<file path="src/rtl/tcce_pkg.sv">
// Shared types and constants of the text console cursor engine.
// No dependencies; used by tcce_update, the top level, the checker and the bench.
`default_nettype none

package tcce_pkg;

    localparam int unsigned ADDR_W      = 14;
    localparam int unsigned SIZE_W      = 15;
    localparam int unsigned BYTE_W      = 8;
    localparam int unsigned REQ_W       = 2;
    localparam int unsigned EXT_W       = 17;  // room for base + size and view + cells
    localparam int unsigned WIDTH_LOG2_MAX = 8; // screen width is at most 256

    localparam int unsigned SCREEN_WIDTH_DEF = 80;
    localparam int unsigned SCREEN_CELLS_DEF = 2000;
    localparam int unsigned BLANK_ATTR_DEF   = 7;

    localparam int unsigned S_TDATA_W  = 16;
    localparam int unsigned M_TDATA_W  = 64;
    localparam int unsigned M_PAD_W    = M_TDATA_W - (3 * ADDR_W + 2 * BYTE_W);
    localparam int unsigned CFG_IDX_W  = 8;
    localparam int unsigned CFG_DATA_W = SIZE_W;

    localparam logic [SIZE_W-1:0] REGION_SIZE_RESET = 15'd16384;

    localparam logic [BYTE_W-1:0] CH_NEWLINE   = 8'd10;
    localparam logic [BYTE_W-1:0] CH_BACKSPACE = 8'd8;
    localparam logic [BYTE_W-1:0] CH_SPACE     = 8'd32;

    localparam logic [CFG_IDX_W-1:0] CFG_REGION_BASE = 8'd0;
    localparam logic [CFG_IDX_W-1:0] CFG_REGION_SIZE = 8'd1;

    typedef enum logic [REQ_W-1:0] {
        REQ_PUT         = 2'd0,
        REQ_SCROLL_UP   = 2'd1,
        REQ_SCROLL_DOWN = 2'd2
    } req_t;

    typedef struct packed {
        logic              cell_write;
        logic [ADDR_W-1:0] cell_addr;
        logic [BYTE_W-1:0] cell_char;
        logic [BYTE_W-1:0] cell_attr;
        logic [ADDR_W-1:0] cursor_pos;
        logic [ADDR_W-1:0] view_start;
    } result_t;

endpackage

`default_nettype wire

</file>
<file path="src/rtl/tcce_update.sv">
// Next-state and result logic for one console request.
// Depends on tcce_pkg; instantiated by text_console_cursor_engine_core.
`default_nettype none

module tcce_update #(
    parameter int unsigned SCREEN_WIDTH = tcce_pkg::SCREEN_WIDTH_DEF,
    parameter int unsigned SCREEN_CELLS = tcce_pkg::SCREEN_CELLS_DEF,
    parameter int unsigned BLANK_ATTR   = tcce_pkg::BLANK_ATTR_DEF
) (
    input  logic [tcce_pkg::ADDR_W-1:0] region_base,
    input  logic [tcce_pkg::SIZE_W-1:0] region_size,
    input  logic [tcce_pkg::ADDR_W-1:0] cursor,
    input  logic [tcce_pkg::ADDR_W-1:0] view,
    input  logic [tcce_pkg::REQ_W-1:0]  req_type,
    input  logic [tcce_pkg::BYTE_W-1:0] char_code,
    input  logic [tcce_pkg::BYTE_W-1:0] color_attr,
    output tcce_pkg::result_t           res
);

    localparam int unsigned AW = tcce_pkg::ADDR_W;
    localparam int unsigned XW = tcce_pkg::EXT_W;
    // round-up reciprocal; exact for every 14-bit dividend since the
    // rounding error times the dividend stays below 2^RECIP_SHIFT
    localparam int unsigned RECIP_SHIFT = AW + tcce_pkg::WIDTH_LOG2_MAX;
    localparam int unsigned RECIP_W     = RECIP_SHIFT + 1;
    localparam int unsigned RECIP       = ((1 << RECIP_SHIFT) + SCREEN_WIDTH - 1) / SCREEN_WIDTH;
    localparam int unsigned SPAN_W      = AW + tcce_pkg::WIDTH_LOG2_MAX + 1;

    localparam logic [RECIP_W-1:0] RECIP_C  = RECIP_W'(RECIP);
    localparam logic [AW-1:0]      WIDTH_A  = AW'(SCREEN_WIDTH);
    localparam logic [XW-1:0]      WIDTH_X  = XW'(SCREEN_WIDTH);
    localparam logic [XW-1:0]      CELLS_X  = XW'(SCREEN_CELLS);
    localparam logic [tcce_pkg::BYTE_W-1:0] BLANK_C = tcce_pkg::BYTE_W'(BLANK_ATTR);

    logic [XW-1:0]          region_end;
    logic [XW-1:0]          cursor_x;
    logic [XW-1:0]          view_x;
    logic [AW-1:0]          offset;
    logic [AW+RECIP_W-1:0]  recip_prod;
    logic [AW-1:0]          row_inc;
    logic [SPAN_W-1:0]      span;
    logic [AW-1:0]          nl_cursor;
    logic [AW-1:0]          cursor_n;
    logic [AW-1:0]          view_n;

    assign region_end = XW'(region_base) + XW'(region_size);
    assign cursor_x   = XW'(cursor);
    assign view_x     = XW'(view);

    // row of the cursor within the region, then start of the following row
    assign offset     = cursor - region_base;
    assign recip_prod = (AW + RECIP_W)'(offset) * (AW + RECIP_W)'(RECIP_C);
    assign row_inc    = recip_prod[RECIP_SHIFT +: AW] + AW'(1);
    assign span       = SPAN_W'(row_inc) * SPAN_W'(WIDTH_A);
    assign nl_cursor  = (cursor < region_base) ? region_base
                                               : region_base + span[AW-1:0];

    always_comb begin
        res      = '0;
        cursor_n = cursor;
        view_n   = view;
        unique case (req_type)
            tcce_pkg::REQ_PUT: begin
                case (char_code)
                    tcce_pkg::CH_NEWLINE: begin
                        if (cursor_x + WIDTH_X < region_end) begin
                            cursor_n = nl_cursor;
                        end
                    end
                    tcce_pkg::CH_BACKSPACE: begin
                        if (cursor > region_base) begin
                            cursor_n       = cursor - AW'(1);
                            res.cell_write = 1'b1;
                            res.cell_addr  = cursor - AW'(1);
                            res.cell_char  = tcce_pkg::CH_SPACE;
                            res.cell_attr  = BLANK_C;
                        end
                    end
                    default: begin
                        // last cell of the region is never written
                        if (cursor_x + XW'(1) < region_end) begin
                            cursor_n       = cursor + AW'(1);
                            res.cell_write = 1'b1;
                            res.cell_addr  = cursor;
                            res.cell_char  = char_code;
                            res.cell_attr  = color_attr;
                        end
                    end
                endcase
            end
            tcce_pkg::REQ_SCROLL_UP: begin
                if (view > region_base) begin
                    view_n = view - WIDTH_A;
                end
            end
            tcce_pkg::REQ_SCROLL_DOWN: begin
                if (view_x + CELLS_X < region_end) begin
                    view_n = view + WIDTH_A;
                end
            end
            default: begin
                // unused request code: state unchanged
            end
        endcase
        res.cursor_pos = cursor_n;
        res.view_start = view_n;
    end

endmodule

`default_nettype wire

</file>
<file path="src/rtl/text_console_cursor_engine_core.sv">
// Top level of the text console cursor engine: state, config and output register.
// Depends on tcce_pkg and tcce_update.
//
//  channel | dir | handshake             | payload
//  --------+-----+-----------------------+-----------------------------------------
//  s_      | in  | s_tvalid / s_tready   | tuser req_type; tdata char, attr
//  m_      | out | m_tvalid / m_tready   | tuser cell_write; tdata cell, cursor, view
//  cfg_    | in  | cfg_valid / cfg_ready | cfg_index, cfg_data
//
// One request per cycle unless the output stalls; each result is registered.
// The cursor and view registers are updated in the accepting cycle, so a
// request sees the state left by the one before it with no bubble.
// s_tready drops only while a result waits in the output register and m_tready
// is low. cfg_ready is always high. Reset is synchronous, active low, and
// leaves cursor and view at zero, region base zero, region size 16384.
`default_nettype none

module text_console_cursor_engine_core #(
    parameter int unsigned SCREEN_WIDTH = tcce_pkg::SCREEN_WIDTH_DEF,
    parameter int unsigned SCREEN_CELLS = tcce_pkg::SCREEN_CELLS_DEF,
    parameter int unsigned BLANK_ATTR   = tcce_pkg::BLANK_ATTR_DEF
) (
    input  logic                                aclk,
    input  logic                                aresetn,
    input  logic                                s_tvalid,
    output logic                                s_tready,
    input  logic [tcce_pkg::S_TDATA_W-1:0]      s_tdata,  // char_code, color_attr
    input  logic [tcce_pkg::REQ_W-1:0]          s_tuser,  // req_type
    output logic                                m_tvalid,
    input  logic                                m_tready,
    // cell_addr, cell_char, cell_attr, cursor_pos, view_start, zero pad
    output logic [tcce_pkg::M_TDATA_W-1:0]      m_tdata,
    output logic                                m_tuser,  // cell_write
    input  logic                                cfg_valid,
    output logic                                cfg_ready,
    input  logic [tcce_pkg::CFG_IDX_W-1:0]      cfg_index,
    input  logic [tcce_pkg::CFG_DATA_W-1:0]     cfg_data
);

    localparam int unsigned AW = tcce_pkg::ADDR_W;
    localparam int unsigned BW = tcce_pkg::BYTE_W;

    logic [AW-1:0]              cursor_reg;
    logic [AW-1:0]              view_reg;
    logic [AW-1:0]              base_reg;
    logic [tcce_pkg::SIZE_W-1:0] size_reg;
    logic                       m_valid_reg;
    tcce_pkg::result_t          out_reg;
    tcce_pkg::result_t          out_next;
    logic                       accept;

    tcce_update #(
        .SCREEN_WIDTH (SCREEN_WIDTH),
        .SCREEN_CELLS (SCREEN_CELLS),
        .BLANK_ATTR   (BLANK_ATTR)
    ) u_update (
        .region_base (base_reg),
        .region_size (size_reg),
        .cursor      (cursor_reg),
        .view        (view_reg),
        .req_type    (s_tuser),
        .char_code   (s_tdata[BW-1:0]),
        .color_attr  (s_tdata[2*BW-1:BW]),
        .res         (out_next)
    );

    assign s_tready  = !m_valid_reg || m_tready;
    assign accept    = s_tvalid && s_tready;
    assign cfg_ready = 1'b1;

    assign m_tvalid = m_valid_reg;
    assign m_tuser  = out_reg.cell_write;
    assign m_tdata  = {{tcce_pkg::M_PAD_W{1'b0}}, out_reg.view_start, out_reg.cursor_pos,
                       out_reg.cell_attr, out_reg.cell_char, out_reg.cell_addr};

    always_ff @(posedge aclk) begin
        if (!aresetn) begin
            cursor_reg  <= '0;
            view_reg    <= '0;
            base_reg    <= '0;
            size_reg    <= tcce_pkg::REGION_SIZE_RESET;
            m_valid_reg <= 1'b0;
        end else begin
            if (accept) begin
                cursor_reg  <= out_next.cursor_pos;
                view_reg    <= out_next.view_start;
                m_valid_reg <= 1'b1;
            end else if (m_tready) begin
                m_valid_reg <= 1'b0;
            end
            if (cfg_valid) begin
                unique case (cfg_index)
                    tcce_pkg::CFG_REGION_BASE: base_reg <= cfg_data[AW-1:0];
                    tcce_pkg::CFG_REGION_SIZE: size_reg <= cfg_data;
                    default: begin
                        // no register at this index
                    end
                endcase
            end
        end
    end

    // result payload, no reset needed
    always_ff @(posedge aclk) begin
        if (accept) begin
            out_reg <= out_next;
        end
    end

endmodule

`default_nettype wire

</file>
<file path="config.mk">
export PLATFORM = sky130hd
export DESIGN_NAME = text_console_cursor_engine_core
export DESIGN_NICKNAME = d
export VERILOG_FILES = /design/src/rtl/tcce_pkg.sv /design/src/rtl/tcce_update.sv /design/src/rtl/text_console_cursor_engine_core.sv
export SDC_FILE = /design/constraint.sdc
export NUM_CORES = 1
export LEC_CHECK = 0
export ABC_CLOCK_PERIOD_IN_PS = 12480
export BUFFER_PORTS_ARGS = -buffer_cell sky130_fd_sc_hd__buf_2
export CORE_UTILIZATION = 62
export CTS_CLUSTER_SIZE = 25
export DETAILED_ROUTE_END_ITERATION = 10
export GPL_TIMING_DRIVEN = 0
export PLACE_DENSITY = 0.86
export SLEW_MARGIN = 10
export SYNTH_ARGS = -nofsm -noshare
export SYNTH_HDL_FRONTEND = slang
export SYNTH_SLANG_ARGS = --single-unit
</file>
<file path="constraint.sdc">
create_clock -name aclk -period 12.48 [get_ports aclk]
set_input_delay 0.624 -clock aclk [delete_from_list [all_inputs] [get_ports aclk]]
set_output_delay 0.624 -clock aclk [all_outputs]
set_load 0.02 [all_outputs]
</file>
==> results of run 1 <==
==> metrics by stage <==
stage	utilization	instance area, sq um	setup slack (ns)	hold slack, ns
floorplan	-	13100	2.04	0.468
global placement	0.681	13900	0.874	0.482
detailed placement	0.681	13900	0.568	0.501
CTS	0.695	14200	0.531	0.460
global route	0.696	14200	0.0484	0.469
finish	0.696	14200	0.649	0.465
==> cells in the final DEF (no fill, tap or decap), types with 9 or more instances in the layout <==
cell type / instances
fa_1: 57
and2_1: 10
nor2b_1: 9
nand3_1: 28
nand4_1: 15
dfxtp_1: 54
conb_1: 11
and3_1: 29
edfxtp_1: 55
or3_1: 10
buf_2: 104
xor2_1: 34
nand2_1: 92
or2_2: 9
nand2b_1: 10
nor2_1: 128
ha_1: 210
clkbuf_1: 52
o21ai_0: 84
o211ai_1: 16
o21a_1: 17
nor3_1: 19
clkbuf_16: 9
inv_1: 158
a21oi_1: 101
a21o_1: 32
a211oi_1: 12
mux2i_1: 32
buf_4: 11
xnor2_1: 55
a31oi_1: 14
==> worst max-delay path: cells and delay by family, from the launching register on <==
kind / cells / cell delay [ns]
muxes: 1 / 0.35
adders and majority gates: 13 / 4.69
xor gates and xnor gates: 6 / 1.34
DFF: 1 / 0.55
AOI/OAI and AO/OA: 15 / 3.12
buffers and inverters: 4 / 0.29
and+or+nand+nor: 5 / 1.17
==> metal layers <==
| layer | vias up | share of wire | global-route usage |
|---|---|---|---|
| li1 | 5588 | - | - |
| met1 | 5656 | 0.41 | 0.456 |
| met2 | 592 | 0.46 | 0.577 |
| met3 | 140 | 0.089 | 0.0615 |
| met4 | 0 | 0.043 | 0.151 |
| met5 | - | 0 | 0 |
==> path summary, 6_finish.rpt <==
kind	startpoint	endpoint	slack, ns	cells after the start
max	base_reg[0]	m_tdata[43]	0.65	44
min	cfg_data[14]	size_reg[14]	0.46	3
max reg2reg	base_reg[0]	m_tdata[43]	0.65	44
min reg2reg	size_reg[10]	size_reg[10]	0.52	2
==> layout make-up <==
cell class                      count  area, sq um
Clock inverter                      6         55.1
Inverter                          161          604
Multi-Input combinational cell   1176         9460
Timing Repair Buffer              101          505
Buffer                             67          300
Tap cell                          270          338
Antenna cell                        1         2.50
Fill cell                        1643         6210
Clock buffer                       10          229
Sequential cell                   109         2730
==> timing repair <==
item / CTS / global route
hold buffers: 0 / 0
setup endpoints to repair: 0 / 1
gates resized for setup: 0 / 3
endpoints found under the hold margin: 0 / 0
==> logic make-up (layout without fill, tap and decap cells) <==
family / after synthesis / after routing
simple gates: 386 / 386
compound gates: 384 / 384
fa+ha+maj: 267 / 267
buf+inv: 228 / 345
flops: 109 / 109
xor+xnor: 94 / 94
mux: 34 / 34
other cells: 2 / 12
==> impl_metrics.tcl, run 1 <==
set metrics [dict create \
    outcome "finished, final reports clean" \
    htreeDepth 3 \
    cts_root_buf "clkbuf_16" \
    synthSimpleGateAreaFrac 0.141 \
    initial_core_util 0.638 \
    synth_top_area_frac 0.202 \
    yosysMostFrequentCell "ha_1" \
    drtAntennaViolNets 0 \
    netlist_instances 1504 \
    drt-total-wl_um 37500 \
    portBuffers 101 \
    maxSlewViolCount 0 \
    grt_max_degree 65 \
    synth-xor-area-share 0.0655 \
    wl_per_cell_um 19.8 \
    critPathCaptureType "flip-flop" \
    async_flop_share 0 \
    critPathArrivalTime_ns 11.94 \
    tightest_slew_ns 1.01 \
    synth_top_family_by_area "adder cells" \
    cts_tree "built" \
    drt_iter0_drc 1048 \
    core_area_sq_mm 0.0204 \
    fmax_mhz 84.5 \
    synth-compound-area-share 0.198 \
    drt-pass1-iter-count 6 \
    avgSynthCellArea_sq_um 8.66 \
    cpMostUsedCell "ha_1" \
    setup_violations 0 \
    grt_pass1_vias 11700 \
    dp_cells 1884 \
    finalWeightedCongestion 0.987 \
    min_period_ns 11.83 \
    ios 114 \
    synth.top_cells.by_area "ha_1 20%, edfxtp_1 13%, fa_1 8.8%, dfxtp_1 8.3%, inv_1 4.6%" \
    synth_adder_area_share 0.289 \
    antenna_found_initial 0 \
    dieArea_sq_mm 0.0216 \
    grt_pass1_wl_um 59700 \
    cts_setup_buffers 0 \
    synth_edf_count 55 \
    die_w_um 147 \
    critPathKind "reg -> reg" \
    fin_worst_skew_ns 0.0205 \
    relSlewSlack 0.319 \
    final_cells 1901 \
    muxShareOfSynthArea 0.0266 \
    path_max_fanout 6 \
    synth_flop_cell "edfxtp_1" \
    drc 0 \
    hpwl_um 30100 \
    synth-seq-cells 109 \
    cp.required_ns 12.59 \
    ys_warn_count 0 \
    synth.largest_area_cell "ha_1" \
    cts.sink_count 109 \
    viasPerCell 6.30 \
    rsz0062_at_grt "false" \
    fin_crit_sh 0.948 \
    track_usage 0.351 \
    fp-row-count 52 \
    nets 1938 \
    setup.worst_path.start_class "flip-flop" \
    grt_remaining_overflow 0 \
    numCtsBuffers 9 \
    drive_gt1_frac 0.102 \
    setup-tns-final_ns 0 \
    drv_cap 0 \
    critical-path-slowest-cell "fa_1" \
    yosysSeqAreaShare 0.210 \
    netlist_area_sq_mm 0.0130 \
    largest_reg_flops 54 \
    cts.clk_slew.worst_paths_ns 0.08 \
    holdCritPathClass "in -> reg" \
    finalHoldViolCount 0 \
    syn_to_final_growth_pct 9.16 \
    clk_latency_ns 0.38 \
    vias 12000 \
    synth_cell_types 85 \
    max_stage_delay_ns 0.56 \
    clockBufferDepth 2 \
    netlist_top_cells_count "210 x ha_1, 158 x inv_1, 128 x nor2_1, 101 x a21oi_1, 92 x nand2_1" \
    die_y_um 147 \
]
Power of run 1 is left out: the tool's default activity adds up to more than one toggle a clock period on the data nets, which glitch-free logic cannot reach.
==> inputs of run 2 (changes only) <==
--- a/config.mk
+++ b/config.mk
@@ -7,12 +7,14 @@
 export LEC_CHECK = 0
 export ABC_CLOCK_PERIOD_IN_PS = 12480
 export BUFFER_PORTS_ARGS = -buffer_cell sky130_fd_sc_hd__buf_2
-export CORE_UTILIZATION = 62
+export CORE_UTILIZATION = 60
 export CTS_CLUSTER_SIZE = 25
 export DETAILED_ROUTE_END_ITERATION = 10
 export GPL_TIMING_DRIVEN = 0
-export PLACE_DENSITY = 0.86
+export PLACE_DENSITY = 0.84
+export SKIP_CTS_REPAIR_TIMING = 1
 export SLEW_MARGIN = 10
 export SYNTH_ARGS = -nofsm -noshare
 export SYNTH_HDL_FRONTEND = slang
+export SYNTH_HIERARCHICAL = 1
 export SYNTH_SLANG_ARGS = --single-unit
==> run 2 against run 1 <==
  * Non-clock buffer count up 15
  * Flip-flop and latch count rose by 8
  * Clock skew down 0.012 ns
  * Worst hold slack improved by 0.0012 ns
  * Setup slack got worse by 0.0087 ns
  * First-iteration DRC count rose by 8.5%
  * Global-route usage is 1.0 points lower
  * Core utilization fell by 0.95 points
  * Synthesized cell count rose by 2.7%
  * Clock-buffer cell count rose by 8
  * Area after synthesis grew 3.2%
  * Final cell count is 3.6% higher
  * Highest routed layer unchanged
==> impl_metrics.tcl, run 2 <==
set metrics [dict create \
    outcome "finished, final reports clean" \
    min_period_ns 11.84 \
    fin_crit_sh 0.949 \
    fmax_mhz 84.5 \
    dieArea_sq_mm 0.0230 \
    syn_to_final_growth_pct 11.8 \
    drive_gt1_frac 0.111 \
    maxSlewViolCount 0 \
    fin_worst_skew_ns 0.00859 \
    finalHoldViolCount 0 \
    layout_setup_ws_ns 0.640 \
    cts_tree "built" \
    wl_per_cell_um 19.5 \
    initial_core_util 0.614 \
    grt_pass1_vias 12000 \
    track_usage 0.341 \
    hpwl_um 30400 \
    viasPerCell 6.31 \
    path_max_fanout 5 \
    critPathCaptureType "flip-flop" \
    holdCritPathClass "in -> reg" \
    drtAntennaViolNets 0 \
    ios 114 \
    synth.top_cells.by_area "ha_1 20%, edfxtp_1 13%, dfxtp_1 8.6%, fa_1 8.5%, inv_1 4.2%" \
    netlist_instances 1545 \
    setup_violations 0 \
    clk_latency_ns 0.43 \
    synth_flop_cell "edfxtp_1" \
    nets 1995 \
    worst-path-buf-inv 4 \
    numCtsBuffers 17 \
    yosysSeqAreaShare 0.218 \
    synth_cell_types 84 \
    fp-row-count 54 \
    cts.clk_slew.worst_paths_ns 0.06 \
    dpl_cell_area_sq_mm 0.0144 \
    critPathArrivalTime_ns 12.18 \
    drv_cap 0 \
    layout_commonest_cell "ha_1" \
    setup-tns-final_ns 0 \
    htreeDepth 4 \
    core_area_sq_mm 0.0219 \
    avgSynthCellArea_sq_um 8.70 \
    cts_root_buf "clkbuf_16" \
    cpMostUsedCell "ha_1" \
    finalWeightedCongestion 0.998 \
    grt_remaining_overflow 0 \
    ys_warn_count 6 \
    drt_iter0_drc 1137 \
    vias 12400 \
    mostFrequentLayoutCells "216 x ha_1, 151 x inv_1, 110 x buf_2, 105 x nand2_1" \
    relSlewSlack 0.469 \
    leakage_uw 0.00713 \
    grt_pass1_wl_um 60400 \
    synth_edf_count 59 \
    synth.largest_area_cell "ha_1" \
    clockBufferDepth 2 \
    largest_reg_flops 58 \
    async_flop_share 0 \
    setup.worst_path.start_class "flip-flop" \
    drt-total-wl_um 38400 \
    netlist_top_cells_count "216 x ha_1, 152 x inv_1, 105 x nand2_1, 105 x nor2_1, 104 x o21ai_0" \
    synth-seq-cells 117 \
    drc 0 \
    pwr_density_cell_mw_per_mm2 107 \
    rsz0062_at_grt "false" \
    cts.sink_count 117 \
    antenna_found_initial 0 \
    vdd_drop_max_uv 102 \
    synth_top_area_frac 0.201 \
    final_area_sq_mm 0.0150 \
    critPathKind "reg -> reg" \
    pre_cts_ws_ns 0.0426 \
    die_w_um 152 \
    drt-pass1-iter-count 6 \
    critical-path-slowest-cell "fa_1" \
    tightest_slew_ns 0.797 \
    die_y_um 152 \
    cp.required_ns 12.82 \
    netlist_area_sq_mm 0.0134 \
    grt_max_degree 36 \
    yosysMostFrequentCell "ha_1" \
    portBuffers 105 \
    max_stage_delay_ns 0.55 \
    cp_top_family "adder cells" \
]
==> run 2: changes by cell type in the layout (fill, tap and decap cells not counted), sizes merged, moves of 6 or more <==
cell,previous run,this run
nor2,129,105
ha,210,216
and3,29,23
clkbuf,62,72
nor2b,9,16
inv,164,158
a21oi,101,90
a21boi,5,34
o211ai,17,10
nand3,28,54
buf,116,129
nand2,92,105
o21ai,91,109
==> run 2: power breakdown <==
| part | switching (uW) | leakage [uW] | internal (uW) |
|---|---|---|---|
| Combinational | 411 | 0.00578 | 259 |
| Clock | 193 | 0.000288 | 316 |
| Sequential | 5.84 | 0.00106 | 418 |
| Total | 610 | 0.00713 | 993 |
==> run 2: logic make-up (layout without fill, tap and decap cells) <==
| logic type | Yosys count | in the layout | share of synthesized area |
|---|---|---|---|
| XOR/XNOR | 94 | 94 | 0.0640 |
| multiplexers | 33 | 33 | 0.0248 |
| AO/OA/AOI/OAI | 396 | 396 | 0.190 |
| other | 2 | 8 | 0.000559 |
| flip-flops | 117 | 117 | 0.218 |
| buffers and inverters | 230 | 369 | 0.0704 |
| AND/OR/NAND/NOR | 400 | 400 | 0.146 |
| adder cells (fa/ha/maj) | 273 | 273 | 0.286 |
==> run 2: worst paths after layout <==
check | from | end | slack, ns | cells after the start
setup / recovery | base_reg[1] | cursor_reg[13] | 0.64 | 51
hold / removal | cfg_data[6] | size_reg[6] | 0.47 | 3
setup reg to reg | base_reg[1] | cursor_reg[13] | 0.64 | 51
hold reg to reg | size_reg[0] | size_reg[0] | 0.47 | 2
==> run 2: worst reg2reg max path, delay by kind of cell, from the launching register on <==
family | cells | cell delay, ns
adders and majority gates | 12 | 4.24
AOI/OAI and AO/OA | 20 | 3.81
xor gates and xnor gates | 9 | 1.93
and+or+nand+nor | 6 | 0.94
DFF | 1 | 0.46
buffers and inverters | 4 | 0.34
==> run 2: layer usage <==
metal,vias to the layer above,track usage,wire length [um]
met5,-,0,0
met4,0,0.121,1130
met3,106,0.0659,3210
met2,609,0.567,17900
met1,5937,0.439,16200
li1,5770,-,-
==> run 2: layout make-up <==
type,count,area [sq um]
inverters,154,578
clock buffers,18,429
well taps,280,350
plain buffers,76,368
fillers,1757,6860
flip-flops and latches,117,2930
multi-input cells,1203,9640
diodes,1,2.50
repair buffers,107,553
clock inverters,14,175
==> run 2: per-stage QoR <==
step / utilization / power [uW] / std cells / hold WS (ns)
final: 0.687 / 1600 / 1970 / 0.466
after global routing: 0.687 / 1710 / 1969 / 0.479
after CTS: 0.684 / 1590 / 1968 / 0.458
after detailed placement: 0.656 / 1080 / 1936 / 0.460
after global placement: 0.655 / 1050 / 1935 / 0.454
after floorplan: - / 898 / 1550 / 0.442
(Power assumes the default switching activity.)
